--- config.mk ---
export PLATFORM = sky130hd
export DESIGN_NAME = tbc_ctrl
export DESIGN_NICKNAME = d
export VERILOG_FILES = /design/src/rtl/tbc_pkg.sv /design/src/rtl/tbc_ctrl.sv
export SDC_FILE = /design/constraint.sdc
export NUM_CORES = 1
export LEC_CHECK = 0
export BUFFER_PORTS_ARGS = -buffer_cell sky130_fd_sc_hd__buf_2
export CAP_MARGIN = 20
export CORE_MARGIN = 5
export CORE_UTILIZATION = 28
export DETAILED_ROUTE_END_ITERATION = 8
export GPL_ROUTABILITY_DRIVEN = 0
export PLACE_DENSITY = 0.5
export SYNTH_ARGS = -nofsm -noshare
export SYNTH_HDL_FRONTEND = slang
export SYNTH_SLANG_ARGS = --single-unit
--- constraint.sdc ---
create_clock -name clk_i -period 5.02 [get_ports clk_i]
set_input_delay 0 -clock clk_i [delete_from_list [all_inputs] [get_ports clk_i]]
set_output_delay 0 -clock clk_i [all_outputs]
set_load 0.03 [all_outputs]
--- src/rtl/tbc_pkg.sv ---
// Package for the text buffer with cursor: request codes, status codes,
// controller states, memory control struct and the whitespace test.
// No dependencies.
package tbc_pkg;

  localparam int unsigned REQ_W  = 3;
  localparam int unsigned CHAR_W = 8;
  localparam int unsigned IDX_W  = 10;
  localparam int unsigned POS_W  = 11;
  localparam int unsigned STAT_W = 2;

  typedef enum logic [REQ_W-1:0] {
    REQ_FWD,
    REQ_BACK,
    REQ_START,
    REQ_END,
    REQ_INSERT,
    REQ_DELETE,
    REQ_WORD,
    REQ_READ
  } req_e;

  typedef enum logic [STAT_W-1:0] {
    STAT_DONE,
    STAT_NOCHG,
    STAT_FULL
  } stat_e;

  typedef enum logic [2:0] {
    ST_IDLE,
    ST_EXEC,
    ST_STEP,
    ST_RDAT,
    ST_FIN
  } state_e;

  typedef struct packed {
    logic wr_en;
    logic rd_en;
  } mem_ctl_t;

  // Tab, line feed, vertical tab, form feed, carriage return and space
  function automatic logic is_blank(input logic [CHAR_W-1:0] c);
    return c inside {[8'd9:8'd13], 8'd32};
  endfunction

endpackage

--- src/rtl/tbc_ctrl.sv ---
// Request sequencer of the gap buffer: cursor and length registers,
// gap moves one character per cycle, store access control.
// Uses tbc_pkg; drives tbc_mem.
module tbc_ctrl #(
  parameter int unsigned MAX_CHARS = 1024,
  localparam int unsigned AW = $clog2(MAX_CHARS),
  localparam int unsigned CW = $clog2(MAX_CHARS + 1)
) (
  input  logic                          clk_i,
  input  logic                          rst_ni,
  input  logic                          in_valid_i,
  output logic                          in_ready_o,
  input  logic [tbc_pkg::REQ_W-1:0]     req_type_i,
  input  logic [tbc_pkg::CHAR_W-1:0]    char_in_i,
  input  logic [tbc_pkg::IDX_W-1:0]     read_index_i,
  output logic                          res_valid_o,
  input  logic                          res_take_i,
  output tbc_pkg::stat_e                res_status_o,
  output logic [CW-1:0]                 res_cursor_o,
  output logic [CW-1:0]                 res_length_o,
  output logic [tbc_pkg::CHAR_W-1:0]    res_char_o,
  output tbc_pkg::mem_ctl_t             mem_ctl_o,
  output logic [AW-1:0]                 mem_waddr_o,
  output logic [tbc_pkg::CHAR_W-1:0]    mem_wdata_o,
  output logic [AW-1:0]                 mem_raddr_o,
  input  logic [tbc_pkg::CHAR_W-1:0]    mem_rdata_i
);
  import tbc_pkg::*;

  localparam int unsigned IW = (CW > IDX_W) ? CW : IDX_W;
  localparam logic [CW-1:0] MaxCnt = CW'(MAX_CHARS);

  state_e            state_q, state_d;
  logic [CW-1:0]     cur_q, cur_d;
  logic [CW-1:0]     len_q, len_d;
  req_e              req_q;
  logic [CHAR_W-1:0] ch_q;
  logic [IDX_W-1:0]  idx_q;
  stat_e             stat_q, stat_d;
  logic [CHAR_W-1:0] rd_q, rd_d;
  logic              first_q, first_d;

  logic              accept;
  logic [CW-1:0]     gap;
  logic              is_back;
  logic              step_move;
  logic [CW-1:0]     cur_step;
  logic              step_more;
  logic [IW-1:0]     idx_w;
  logic              idx_ok;
  logic [AW-1:0]     rd_phys;
  logic [CW-1:0]     rd_base;
  logic              exec_move;

  assign accept = in_valid_i && in_ready_o;
  assign gap    = MaxCnt - len_q;

  // Gap move direction and the decision taken on the character just read
  assign is_back   = (req_q != REQ_FWD) && (req_q != REQ_END);
  assign step_move = (req_q != REQ_WORD) || first_q || !is_blank(mem_rdata_i);
  always_comb begin
    cur_step = cur_q;
    if (step_move) begin
      cur_step = is_back ? (cur_q - 1'b1) : (cur_q + 1'b1);
    end
  end

  always_comb begin
    case (req_q)
      REQ_START: step_more = (cur_step != '0);
      REQ_END:   step_more = (cur_step != len_q);
      REQ_WORD:  step_more = step_move && (cur_step != '0);
      default:   step_more = 1'b0;
    endcase
  end

  // Does the request need a gap move at all
  always_comb begin
    case (req_q)
      REQ_FWD:   exec_move = (cur_q < len_q);
      REQ_END:   exec_move = (cur_q != len_q);
      REQ_BACK,
      REQ_START,
      REQ_WORD:  exec_move = (cur_q != '0);
      default:   exec_move = 1'b0;
    endcase
  end

  // Map a logical read index onto the store
  assign idx_w   = IW'(idx_q);
  assign idx_ok  = idx_w < IW'(len_q);
  assign rd_phys = (idx_w < IW'(cur_q)) ? AW'(idx_w) : AW'(idx_w + IW'(gap));

  // Next state
  always_comb begin
    state_d = state_q;
    case (state_q)
      ST_IDLE: begin
        if (in_valid_i) state_d = ST_EXEC;
      end
      ST_EXEC: begin
        if (req_q == REQ_READ) begin
          state_d = idx_ok ? ST_RDAT : ST_FIN;
        end else begin
          state_d = exec_move ? ST_STEP : ST_FIN;
        end
      end
      ST_STEP: state_d = step_more ? ST_STEP : ST_FIN;
      ST_RDAT: state_d = ST_FIN;
      ST_FIN: begin
        if (res_take_i) state_d = in_valid_i ? ST_EXEC : ST_IDLE;
      end
      default: state_d = ST_IDLE;
    endcase
  end

  // Outputs: handshake and store access
  always_comb begin
    in_ready_o  = (state_q == ST_IDLE) || ((state_q == ST_FIN) && res_take_i);
    res_valid_o = (state_q == ST_FIN);
    mem_ctl_o   = '0;
    mem_wdata_o = mem_rdata_i;
    mem_waddr_o = is_back ? AW'(cur_q + gap - 1'b1) : AW'(cur_q);
    rd_base     = (state_q == ST_STEP) ? cur_step : cur_q;
    mem_raddr_o = is_back ? AW'(rd_base - 1'b1) : AW'(rd_base + gap);
    case (state_q)
      ST_EXEC: begin
        if (req_q == REQ_READ) begin
          mem_ctl_o.rd_en = idx_ok;
          mem_raddr_o     = rd_phys;
        end else if (req_q == REQ_INSERT) begin
          mem_ctl_o.wr_en = (len_q < MaxCnt);
          mem_waddr_o     = AW'(cur_q);
          mem_wdata_o     = ch_q;
        end else begin
          mem_ctl_o.rd_en = exec_move;
        end
      end
      ST_STEP: begin
        mem_ctl_o.wr_en = step_move;
        mem_ctl_o.rd_en = step_more;
      end
      default: ;
    endcase
  end

  // Cursor, length and result updates
  always_comb begin
    cur_d   = cur_q;
    len_d   = len_q;
    stat_d  = stat_q;
    rd_d    = rd_q;
    first_d = first_q;
    case (state_q)
      ST_EXEC: begin
        stat_d  = STAT_DONE;
        rd_d    = '0;
        first_d = 1'b1;
        case (req_q)
          REQ_INSERT: begin
            if (len_q < MaxCnt) begin
              cur_d = cur_q + 1'b1;
              len_d = len_q + 1'b1;
            end else begin
              stat_d = STAT_FULL;
            end
          end
          REQ_DELETE: begin
            if (cur_q < len_q) len_d = len_q - 1'b1;
            else stat_d = STAT_NOCHG;
          end
          REQ_READ: begin
            if (!idx_ok) stat_d = STAT_NOCHG;
          end
          default: begin
            if (!exec_move) stat_d = STAT_NOCHG;
          end
        endcase
      end
      ST_STEP: begin
        cur_d   = cur_step;
        first_d = 1'b0;
      end
      ST_RDAT: rd_d = mem_rdata_i;
      default: ;
    endcase
  end

  // Control state
  always_ff @(posedge clk_i or negedge rst_ni) begin
    if (!rst_ni) begin
      state_q <= ST_IDLE;
      cur_q   <= '0;
      len_q   <= '0;
    end else begin
      state_q <= state_d;
      cur_q   <= cur_d;
      len_q   <= len_d;
    end
  end

  // Request and result payload
  always_ff @(posedge clk_i) begin
    if (accept) begin
      req_q <= req_e'(req_type_i);
      ch_q  <= char_in_i;
      idx_q <= read_index_i;
    end
    stat_q  <= stat_d;
    rd_q    <= rd_d;
    first_q <= first_d;
  end

  assign res_status_o = stat_q;
  assign res_cursor_o = cur_q;
  assign res_length_o = len_q;
  assign res_char_o   = rd_q;

`ifndef SYNTH
  a_cur_le_len: assert property (@(posedge clk_i) disable iff (!rst_ni)
    cur_q <= len_q)
    else $error("cursor beyond length");

  a_len_le_max: assert property (@(posedge clk_i) disable iff (!rst_ni)
    len_q <= MaxCnt)
    else $error("length beyond capacity");

  a_no_rw_clash: assert property (@(posedge clk_i) disable iff (!rst_ni)
    (mem_ctl_o.wr_en && mem_ctl_o.rd_en) |-> (mem_waddr_o != mem_raddr_o))
    else $error("read and write hit the same entry");

  a_step_entry: assert property (@(posedge clk_i) disable iff (!rst_ni)
    (state_q == ST_STEP) |-> ($past(state_q) == ST_EXEC || $past(state_q) == ST_STEP))
    else $error("gap move without a read issued");

  a_len_hold_move: assert property (@(posedge clk_i) disable iff (!rst_ni)
    (state_q == ST_STEP) |=> $stable(len_q))
    else $error("length changed during a cursor move");
`endif

endmodule

==> run metrics, run 1 <==
post-placement cell area=7070 sq um; vias in the first global route=5774; drc violations=0; clk_lat worst skew=0.35 ns; Post-CTS Setup Repair Bufs=0; skew final=between 0.008 and 0.009 ns; Seq cells post-synth=57; status=finished, final reports clean; ANT cells=0; dpl cells=1102; clk sinks=57; row count=54; Final Setup Violations=0; TNS Setup=0 ns; Crit. End Element=output port; crit-path leading delay family=simple AND/OR/NAND/NOR gates; GRT Total Usage=0.162; Die X-Extent=about 160 um; Syn Area/Cell=8.43 sq um; CP bufs+invs=2; Routed Antenna Nets=0; CP cell instances=nor4b_1 -> nand4_1 -> or2_0 -> buf_4 -> nand2_1 -> nand2_1 -> o21ai_0 -> ha_1 -> nor2b_1 -> o21ai_0 -> a21boi_0 -> o21ai_0 -> nand2b_1 -> a31oi_1 -> o21ai_0 -> xnor2_1 -> mux2i_1 -> buf_2; Routed WL per cell=between 15 and 20 um; warnings from Yosys=0; synthesized net count=around 860; largest net degree at the start of global routing=26; post-route insts no fill=1140; die height=160 um; Max stage delay cell, worst path=edfxtp_1; Post-synth ARST share=0.439; worst-path maximum fanout=16; Filler cells=between 2000 and 2500; total wire length=20.9 mm; largest stage delay on the critical path=0.67 ns; Min Hold Slack=0.0160 ns; Data arrival, critical path=4.67 ns; min Tclk post-route=4.67 ns; Synth-to-Final Area Change=21.2%; worst endpoint required time=5.02 ns; Initial Util=0.285; Clock Root Buffer=clkbuf_16; Slew @ Worst Pin=~0.7 ns; die area=25500 sq um; Max Clk Rate=0.214 GHz; DRT Pass-1 Iters=5; EDFF count, synth=32; Detailed Place HPWL=~16 mm; nets=969; xor/xnor share of the synthesized area=0.111; Hold Fails Final Rpt=0; cell area after layout=between 7000 and 8000 sq um; Max-Cap Viols=0; TritonCTS Buffers=9; unrepaired setup endpoints after global routing=false; initial antenna violation count=0; largest family of logic cells by synthesized area=compound AO/OA/AOI/OAI gates; Top FF cell, synth=edfxtp_1; mux cell area share after synthesis=0.0493; initial drt markers=~500; r2r setup slk=1.39 ns; post-synthesis simple-gate area fraction=0.175; cell mode on critical path=o21ai_0; final slew viol count=0; area share of fa/ha/maj cells after synthesis=0.167; vias post-DR=5876; Synth Instances=743; CTS H-tree lvls=3; kind of critical path=register to output port; number of I/O port buffers=between 90 and 100; clock transition at the registers of the reported paths=0.06 ns; share of cells above drive strength 1=0.169; CORE AREA=22000 sq um; CTS tree=yes; fin crit share=0.929; global-route wire length before repair=32.9 mm; Worst setup SP type=register; via-per-instance ratio=5.15; sequential area share after synthesis=0.253; hold crit path type=input pin to register; post-synthesis cell type count=64; GR Overflow Total=0; Compound-Gate Fraction of Synth Area=0.184; relative slew slack=0.534; Syn Std Cell Area=6270 sq um; deepest clock path buffer count=2; io pins=97
sequential cells by signal (all words and copies together), names as in the netlist:
register	count
ch_q	8
first_q	1
idx_q	10
req_q	3
res_char_o	8
res_cursor_o	11
res_length_o	11
res_status_o	2
state_q	3
synthesized netlist by cell type (all sizes together) (5+ instances only):
library cell | n | area, sq um
nor2b | 8 | 50.1
mux2i | 17 | 174
a21oi | 43 | 215
o211ai | 8 | 60.1
nand3 | 16 | 80.1
and3 | 12 | 75.1
or2 | 5 | 31.3
dfrtp | 25 | 626
o21a | 6 | 45.0
o31ai | 8 | 60.1
a21o | 11 | 82.6
a31oi | 7 | 43.8
nor4 | 15 | 93.8
nor3 | 14 | 70.1
inv | 66 | 248
or3 | 8 | 50.1
a211oi | 9 | 67.6
nand4 | 7 | 43.8
buf | 8 | 48.8
nand2 | 63 | 236
edfxtp | 32 | 961
nand2b | 8 | 50.1
xnor2 | 58 | 516
xor2 | 18 | 158
o21ai | 48 | 240
mux2 | 12 | 135
nor2 | 48 | 180
clkbuf | 22 | 82.6
a21boi | 5 | 37.5
o22ai | 5 | 31.3
ha | 77 | 963
logic make-up after synthesis:
kind of cell | after synthesis
XOR/XNOR | 77
buffers and inverters | 98
adder cells (fa/ha/maj) | 81
AND/OR/NAND/NOR | 221
AO/OA/AOI/OAI | 180
multiplexers | 29
flip-flops | 57
worst register-to-register path, stage by stage, from the launching register on:
cell       delay, ns
edfxtp_1        0.67
nor4b_1         0.30
nand4_1         0.35
nor2_1          0.53
nor2_1          0.20
xnor3_1         0.22
a2111oi_0       0.49
nand4_1         0.23
a2111oi_2       0.43
a211o_1         0.15
what timing repair did:
action                                  CTS  global route
resized for setup                         0             1
endpoints found under the hold margin    46             0
endpoints found under the setup margin    0             1
hold buffers                             22             0
layer usage:
metal | up-vias | GRT usage | routed length, um
met5 | - | 0 | 0
met4 | 0 | 0.0351 | 242
met3 | 18 | 0.0386 | 1490
met2 | 179 | 0.252 | 9270
met1 | 2763 | 0.230 | 9900
li1 | 2916 | - | -
worst paths after layout:
check,depth (start not counted),endpoint,from
max,18,mem_raddr_o[9],req_q[1]$_DFFE_PP_
min,2,res_char_o[0]$_SDFFCE_PN0P_,mem_rdata_i[0]
max reg2reg,9,state_q[2]$_DFFE_PN0P_,req_q[1]$_DFFE_PP_
min reg2reg,2,res_cursor_o[0]$_DFFE_PN0P_,res_cursor_o[0]$_DFFE_PN0P_
max in group asynchronous,2,res_length_o[3]$_DFFE_PN0P_,rst_ni
min in group asynchronous,2,res_cursor_o[5]$_DFFE_PN0P_,rst_ni
cell usage in the layout, fill, tap and decap left out, types with 12 or more instances in the layout:
cell	n
edfxtp_1	32
dfrtp_1	25
buf_4	13
nor2_1	48
nand2_1	63
o21ai_0	47
and3_1	12
nor3_1	14
a21oi_1	43
xnor2_1	57
xor2_1	18
inv_1	66
nand3_1	16
ha_1	77
mux2i_1	16
nor4_1	14
dlygate4sd3_1	22
buf_2	96
cell type report:
type	instances	area [sq um]	share of cell area
sequential	57	1590	0.209
clock inverter	7	78.8	0.0104
timing repair buffer	131	798	0.105
multi-input combinational	588	4300	0.566
inverter	68	255	0.0336
clock buffer	9	225	0.0297
tap	280	350	0.0461
stage by stage:
| stage | utilization | worst slack, ns |
|---|---|---|
| floorplan | - | 1.18 |
| detailed placement | 0.322 | 0.722 |
| finish | 0.346 | 0.354 |
| global route | 0.346 | 0.0114 |
| global placement | 0.322 | 0.843 |
| CTS | 0.346 | 0.324 |
Power of run 1 is left out: the tool's default activity adds up to more than one toggle a clock period on the data nets, which glitch-free logic cannot reach.
==> run 2: changes to the inputs <==
CELL_PAD_IN_SITES_DETAIL_PLACEMENT = 0   (was not set)
CELL_PAD_IN_SITES_GLOBAL_PLACEMENT = 1   (was not set)
PLACE_DENSITY = 0.61   (was 0.5)
==> run 2 against run 1 <==
Net effect: register-to-register slack worse by 0.04 ns; critical path type unchanged; critical path depth shrank 1; first-iteration DRC count fell by 14%; via count fell by 0.22%; cell area up 1.0%; worst setup slack worse by 0.021 ns.
==> run metrics, run 2 (synthesis gave the netlist of run 1 again) <==
status=finished, final reports clean (unchanged); Worst setup SP type=register (unchanged); GRT Total Usage=0.168 (was 0.162); CORE AREA=22000 sq um (unchanged); io pins=97 (unchanged); Layout Utilization=0.349 (was 0.346); initial antenna violation count=0 (unchanged); Max Clk Rate=0.213 GHz (was 0.214 GHz); Hold Fails Final Rpt=0 (unchanged); slack of the critical path=0.333 ns (was 0.354 ns); via-per-instance ratio=5.14 (was 5.15); number of I/O port buffers=96 (unchanged); initial drt markers=434 (was 503); FF-to-FF End=state_q[2]$_DFFE_PN0P_ (unchanged); DRT Pass-1 Iters=5 (unchanged); fin crit share=0.934 (was 0.929); die height=160 um (unchanged); clk sinks=57 (unchanged); Max-Cap Viols=0 (unchanged); Initial Util=0.285 (unchanged); Die X-Extent=160 um (unchanged); relative slew slack=0.460 (was 0.534); Crit Reg-Reg Startpoint=req_q[0]$_DFFE_PP_ (was req_q[1]$_DFFE_PP_); CTS H-tree lvls=3 (unchanged); Data arrival, critical path=4.69 ns (was 4.67 ns); GR Overflow Total=0 (unchanged); die area=25500 sq um (unchanged); Setup crit end=mem_raddr_o[8] (was mem_raddr_o[9]); vias in the first global route=5996 (was 5774); Critical Path Start=req_q[0]$_DFFE_PP_ (was req_q[1]$_DFFE_PP_); Routed WL per cell=19.0 um (was 18.3 um); Clock Root Buffer=clkbuf_16 (unchanged); total wire length=21.7 mm (was 20.9 mm); Routed Antenna Nets=0 (unchanged); TNS Setup=0 ns (unchanged); ANT cells=0 (unchanged); pre-CTS WS=0.762 ns (was 0.722 ns); Detailed Place HPWL=17.1 mm (was 16.5 mm); worst-path maximum fanout=14 (was 16); r2r setup slk=1.35 ns (was 1.39 ns); Max stage delay cell, worst path=edfxtp_1 (unchanged); share of cells above drive strength 1=0.167 (was 0.169); clock transition at the registers of the reported paths=0.06 ns (about the same); CP cell instances=nor4b_1 -> nand4_1 -> nor2_1 -> nor2_1 -> xnor2_1 -> ha_1 -> fa_1 -> nor2b_1 -> o21ai_0 -> a21boi_0 -> o21ai_0 -> nand2b_1 -> a21o_1 -> a21oi_1 -> xor2_1 -> mux2i_1 -> buf_2 (was nor4b_1 -> nand4_1 -> or2_0 -> buf_4 -> nand2_1 -> nand2_1 -> o21ai_0 -> ha_1 -> nor2b_1 -> o21ai_0 -> a21boi_0 -> o21ai_0 -> nand2b_1 -> a31oi_1 -> o21ai_0 -> xnor2_1 -> mux2i_1 -> buf_2); commonest non-fill, non-tap cell in the layout=buf_2 (unchanged); global-route wire length before repair=33.7 mm (was 32.9 mm); deepest clock path buffer count=2 (unchanged); min Tclk post-route=4.69 ns (was 4.67 ns); TritonCTS Buffers=9 (unchanged); worst endpoint required time=5.02 ns (about the same); Crit. End Element=output port (unchanged); Synth-to-Final Area Change=22.4% (was 21.2%); hold crit path type=input pin to register (unchanged); kind of critical path=register to output port (unchanged); drc violations=0 (unchanged); vias post-DR=5863 (was 5876); final slew viol count=0 (unchanged); unrepaired setup endpoints after global routing=false (unchanged); Filler cells=2352 (was 2297); FF-to-FF path depth=9 (unchanged); clk_lat worst skew=0.34 ns (was 0.35 ns); Slew @ Worst Pin=0.807 ns (was 0.699 ns); skew final=0.00383 ns (was 0.00809 ns); Final Setup Violations=0 (unchanged); largest net degree at the start of global routing=26 (unchanged); row count=54 (unchanged); largest stage delay on the critical path=0.60 ns (was 0.67 ns); nets=970 (was 969); CTS tree=yes (unchanged); worst hold start=mem_rdata_i[4] (was mem_rdata_i[0]); most frequent cells in the layout=96 x buf_2, 77 x ha_1, 66 x inv_1 (unchanged)
==> run 2: worst min path at each step <==
stage | endpoint | slack [ns] | cells after the start
2_1_floorplan | res_cursor_o[0]$_DFFE_PN0P_ | -0.30 | 0
3_3_place_gp | res_length_o[9]$_DFFE_PN0P_ | 0.08 | 1
3_5_place_dp | res_length_o[9]$_DFFE_PN0P_ | 0.08 | 1
4_1_cts | res_char_o[7]$_SDFFCE_PN0P_ | 0.0001 | 2
5_1_grt | res_char_o[0]$_SDFFCE_PN0P_ | 0.005 | 2
6_report | res_char_o[4]$_SDFFCE_PN0P_ | 0.01 | 2
==> run 2: area by class of cell <==
cell class	instances	area (sq um)	share of cell area
multi-input combinational	588	4300	0.560
clock buffer	9	225	0.0294
inverter	68	255	0.0333
tap	280	350	0.0457
timing repair buffer	132	831	0.108
sequential	57	1590	0.207
clock inverter	7	125	0.0163
==> run 2: what timing repair did <==
| item | CTS | global route |
|---|---|---|
| setup buffers | 0 | 0 |
| hold buffers | 23 | 1 |
| hold endpoints to repair | 47 | 1 |
| gates resized for setup | 0 | 0 |
==> run 2: metal layers <==
layer | GRT usage | part of all wire | up-vias
met2 | 0.278 | 0.46 | 198
met3 | 0.0303 | 0.054 | 36
met1 | 0.219 | 0.46 | 2730
met5 | 0 | 0 | -
met4 | 0.0600 | 0.028 | 0
li1 | - | - | 2899
==> run 2: critical path: cells and delay by family (launching register included) <==
kind / cells / cell delay (ns)
simple gates: 6 / 1.80
flops: 1 / 0.60
xor+xnor: 2 / 0.34
mux: 1 / 0.12
buf+inv: 1 / 0.21
fa+ha+maj: 2 / 0.65
compound gates: 5 / 0.63
==> run 2: per-stage QoR <==
stage / area (sq um) / hold WS [ns] / instances
5_1_grt: 7670 / 0.00520 / 1141
2_1_floorplan: 6270 / -0.296 / 743
4_1_cts: 7660 / 0.000147 / 1140
3_3_place_gp: 7050 / 0.0776 / 1100
3_5_place_dp: 7080 / 0.0785 / 1101
6_report: 7670 / 0.0107 / 1141
Power of run 2 is left out for the same reason.
==> run 3: changes to the inputs <==
CTS_BUF_LIST = sky130_fd_sc_hd__clkbuf_4 sky130_fd_sc_hd__clkbuf_8 sky130_fd_sc_hd__clkbuf_16   (was not set)
PLACE_DENSITY = not set   (was 0.61)
PLACE_DENSITY_LB_ADDON = 0.3   (was not set)
==> run 3 against run 2 <==
Net effect: via count increased by 0.56%; largest cell class unchanged; critical path depth rose by 1; clock skew grew 0.0021 ns; utilization shrank 0.28 points; hold slack worse by 0.0040 ns; clock-buffer cell count did not move; final cell count unchanged; first-iteration DRC count shrank 0.46%; critical path type unchanged; sequential share of layout area grew 0.17 points; die area did not move.
==> run metrics, run 3 (synthesis gave the netlist of run 1 again) <==
share of cells above drive strength 1=0.170 (was 0.167); CTS tree=yes (unchanged); post-route insts no fill=1141 (unchanged); kind of critical path=register to output port (unchanged); min Tclk post-route=4.57 ns (was 4.69 ns); largest net degree at the start of global routing=26 (unchanged); Worst setup SP type=register (unchanged); initial antenna violation count=0 (unchanged); total wire length=21.7 mm (about the same); hold crit path type=input pin to register (unchanged); via-per-instance ratio=5.17 (was 5.14); most frequent cells in the layout=96 x buf_2, 77 x ha_1, 66 x inv_1 (unchanged); Max-Cap Viols=0 (unchanged); number of I/O port buffers=96 (unchanged); GRT Total Usage=0.169 (was 0.168); Synth-to-Final Area Change=21.5% (was 22.4%); row count=54 (unchanged); die height=160 um (unchanged); status=finished, final reports clean (unchanged); Routed Antenna Nets=0 (unchanged); io pins=97 (unchanged); Max Clk Rate=0.219 GHz (was 0.213 GHz); DRT Pass-1 Iters=5 (unchanged); pre-CTS WS=0.783 ns (was 0.762 ns); Routed WL per cell=19.0 um (about the same); cell mode on critical path=inv_1; global-route wire length before repair=34.1 mm (was 33.7 mm); worst endpoint required time=5.02 ns (about the same); met1 usage=0.236 (was 0.219); Max stage delay cell, worst path=dfrtp_1 (was edfxtp_1); Detailed Place HPWL=17.0 mm (was 17.1 mm); final slew viol count=0 (unchanged); vias in the first global route=5730 (was 5996); nets=970 (unchanged); fin crit share=0.911 (was 0.934); CP cell instances=inv_1 -> ha_1 -> inv_1 -> ha_1 -> inv_1 -> ha_1 -> inv_1 -> fa_1 -> nor2b_1 -> o21ai_0 -> a21boi_0 -> o21ai_0 -> a21oi_1 -> o21ai_0 -> a21o_1 -> a21oi_1 -> xnor2_1 -> buf_2 (was nor4b_1 -> nand4_1 -> nor2_1 -> nor2_1 -> xnor2_1 -> ha_1 -> fa_1 -> nor2b_1 -> o21ai_0 -> a21boi_0 -> o21ai_0 -> nand2b_1 -> a21o_1 -> a21oi_1 -> xor2_1 -> mux2i_1 -> buf_2); drc violations=0 (unchanged); ANT cells=0 (unchanged); Crit. End Element=output port (unchanged); TNS Setup=0 ns (unchanged); commonest non-fill, non-tap cell in the layout=buf_2 (unchanged); TritonCTS Buffers=9 (unchanged); vias post-DR=5896 (was 5863); M2 GR Usage=0.276 (was 0.278); Initial Util=0.285 (unchanged); largest stage delay on the critical path=0.63 ns (was 0.60 ns); skew final=0.00596 ns (was 0.00383 ns); clk sinks=57 (unchanged); deepest clock path buffer count=2 (unchanged); relative slew slack=0.450 (was 0.460); Clock Root Buffer=clkbuf_16 (unchanged); Post-CTS Setup Repair Bufs=0 (unchanged); GR Overflow Total=0 (unchanged); Slew @ Worst Pin=0.821 ns (was 0.807 ns); CORE AREA=22000 sq um (unchanged); Final Setup Violations=0 (unchanged); initial drt markers=432 (was 434); worst-path maximum fanout=10 (was 14); Data arrival, critical path=4.57 ns (was 4.69 ns); slack of the critical path=0.447 ns (was 0.333 ns); unrepaired setup endpoints after global routing=false (unchanged); Die X-Extent=160 um (unchanged); clock transition at the registers of the reported paths=0.06 ns (about the same); busiest grt layer=met2 (unchanged); grt met3 use=0.0251 (was 0.0303); CTS H-tree lvls=3 (unchanged); Hold Fails Final Rpt=0 (unchanged); dpl cells=1102 (was 1101); die area=25500 sq um (unchanged); clk_lat worst skew=0.34 ns (about the same)
[run 3: cell types whose count changed in the layout (fill, tap and decap cells not counted)]
cell           change
dlygate4sd3_1      -1
clkinvlp_4         +1
clkinv_4           +1
nor2_2             +1
nor2_1             -1
inv_8              +1
bufinv_16          -3
a2111oi_1          +1
a2111oi_0          -1
buf_4              +1
[run 3: critical path, delay by kind of cell, from the launching register on]
kind / cells / cell delay (ns)
fa+ha+maj: 4 / 1.32
compound gates: 7 / 1.24
buf+inv: 5 / 0.75
flops: 1 / 0.63
xor+xnor: 1 / 0.14
simple gates: 1 / 0.13
[run 3: path summary, 6_finish.rpt]
kind	slack, ns	startpoint	cells after the start	to
worst max-delay path	0.45	res_length_o[0]$_DFFE_PN0P_	18	mem_waddr_o[9]
worst min-delay path	0.007	mem_rdata_i[7]	2	res_char_o[7]$_SDFFCE_PN0P_
worst max register to register	1.26	req_q[2]$_DFFE_PP_	9	state_q[2]$_DFFE_PN0P_
worst min register to register	0.72	res_cursor_o[0]$_DFFE_PN0P_	2	res_cursor_o[0]$_DFFE_PN0P_
max in group asynchronous	4.34	rst_ni	2	res_cursor_o[3]$_DFFE_PN0P_
min in group asynchronous	0.23	rst_ni	2	res_length_o[9]$_DFFE_PN0P_
[run 3: timing repair]
| action | 4_1_cts | 5_1_grt |
|---|---|---|
| hold buffers | 23 | 0 |
| setup endpoints to repair | 0 | 2 |
| resized for setup | 0 | 2 |
| endpoints found under the hold margin | 47 | 0 |
[run 3: cell type report]
cell class	count	area [sq um]
fillers	2316	14300
multi-input cells	588	4300
flip-flops and latches	57	1590
repair buffers	132	828
well taps	280	350
inverters	68	255
clock buffers	9	225
clock inverters	7	62.6
[run 3: routing by layer]
layer,vias up,wire [um]
li1,2909,-
met1,2810,10300
met2,162,10200
met3,15,977
met4,0,256
met5,-,0
[run 3: stage by stage]
stage	utilization	hold slack, ns	instance area (sq um)
CTS	0.346	0.00261	7610
detailed placement	0.323	0.0822	7090
global route	0.347	0.0104	7610
finish	0.347	0.00669	7610
floorplan	-	-0.296	6270
global placement	0.322	0.0760	7060
Power of run 3 is left out for the same reason.
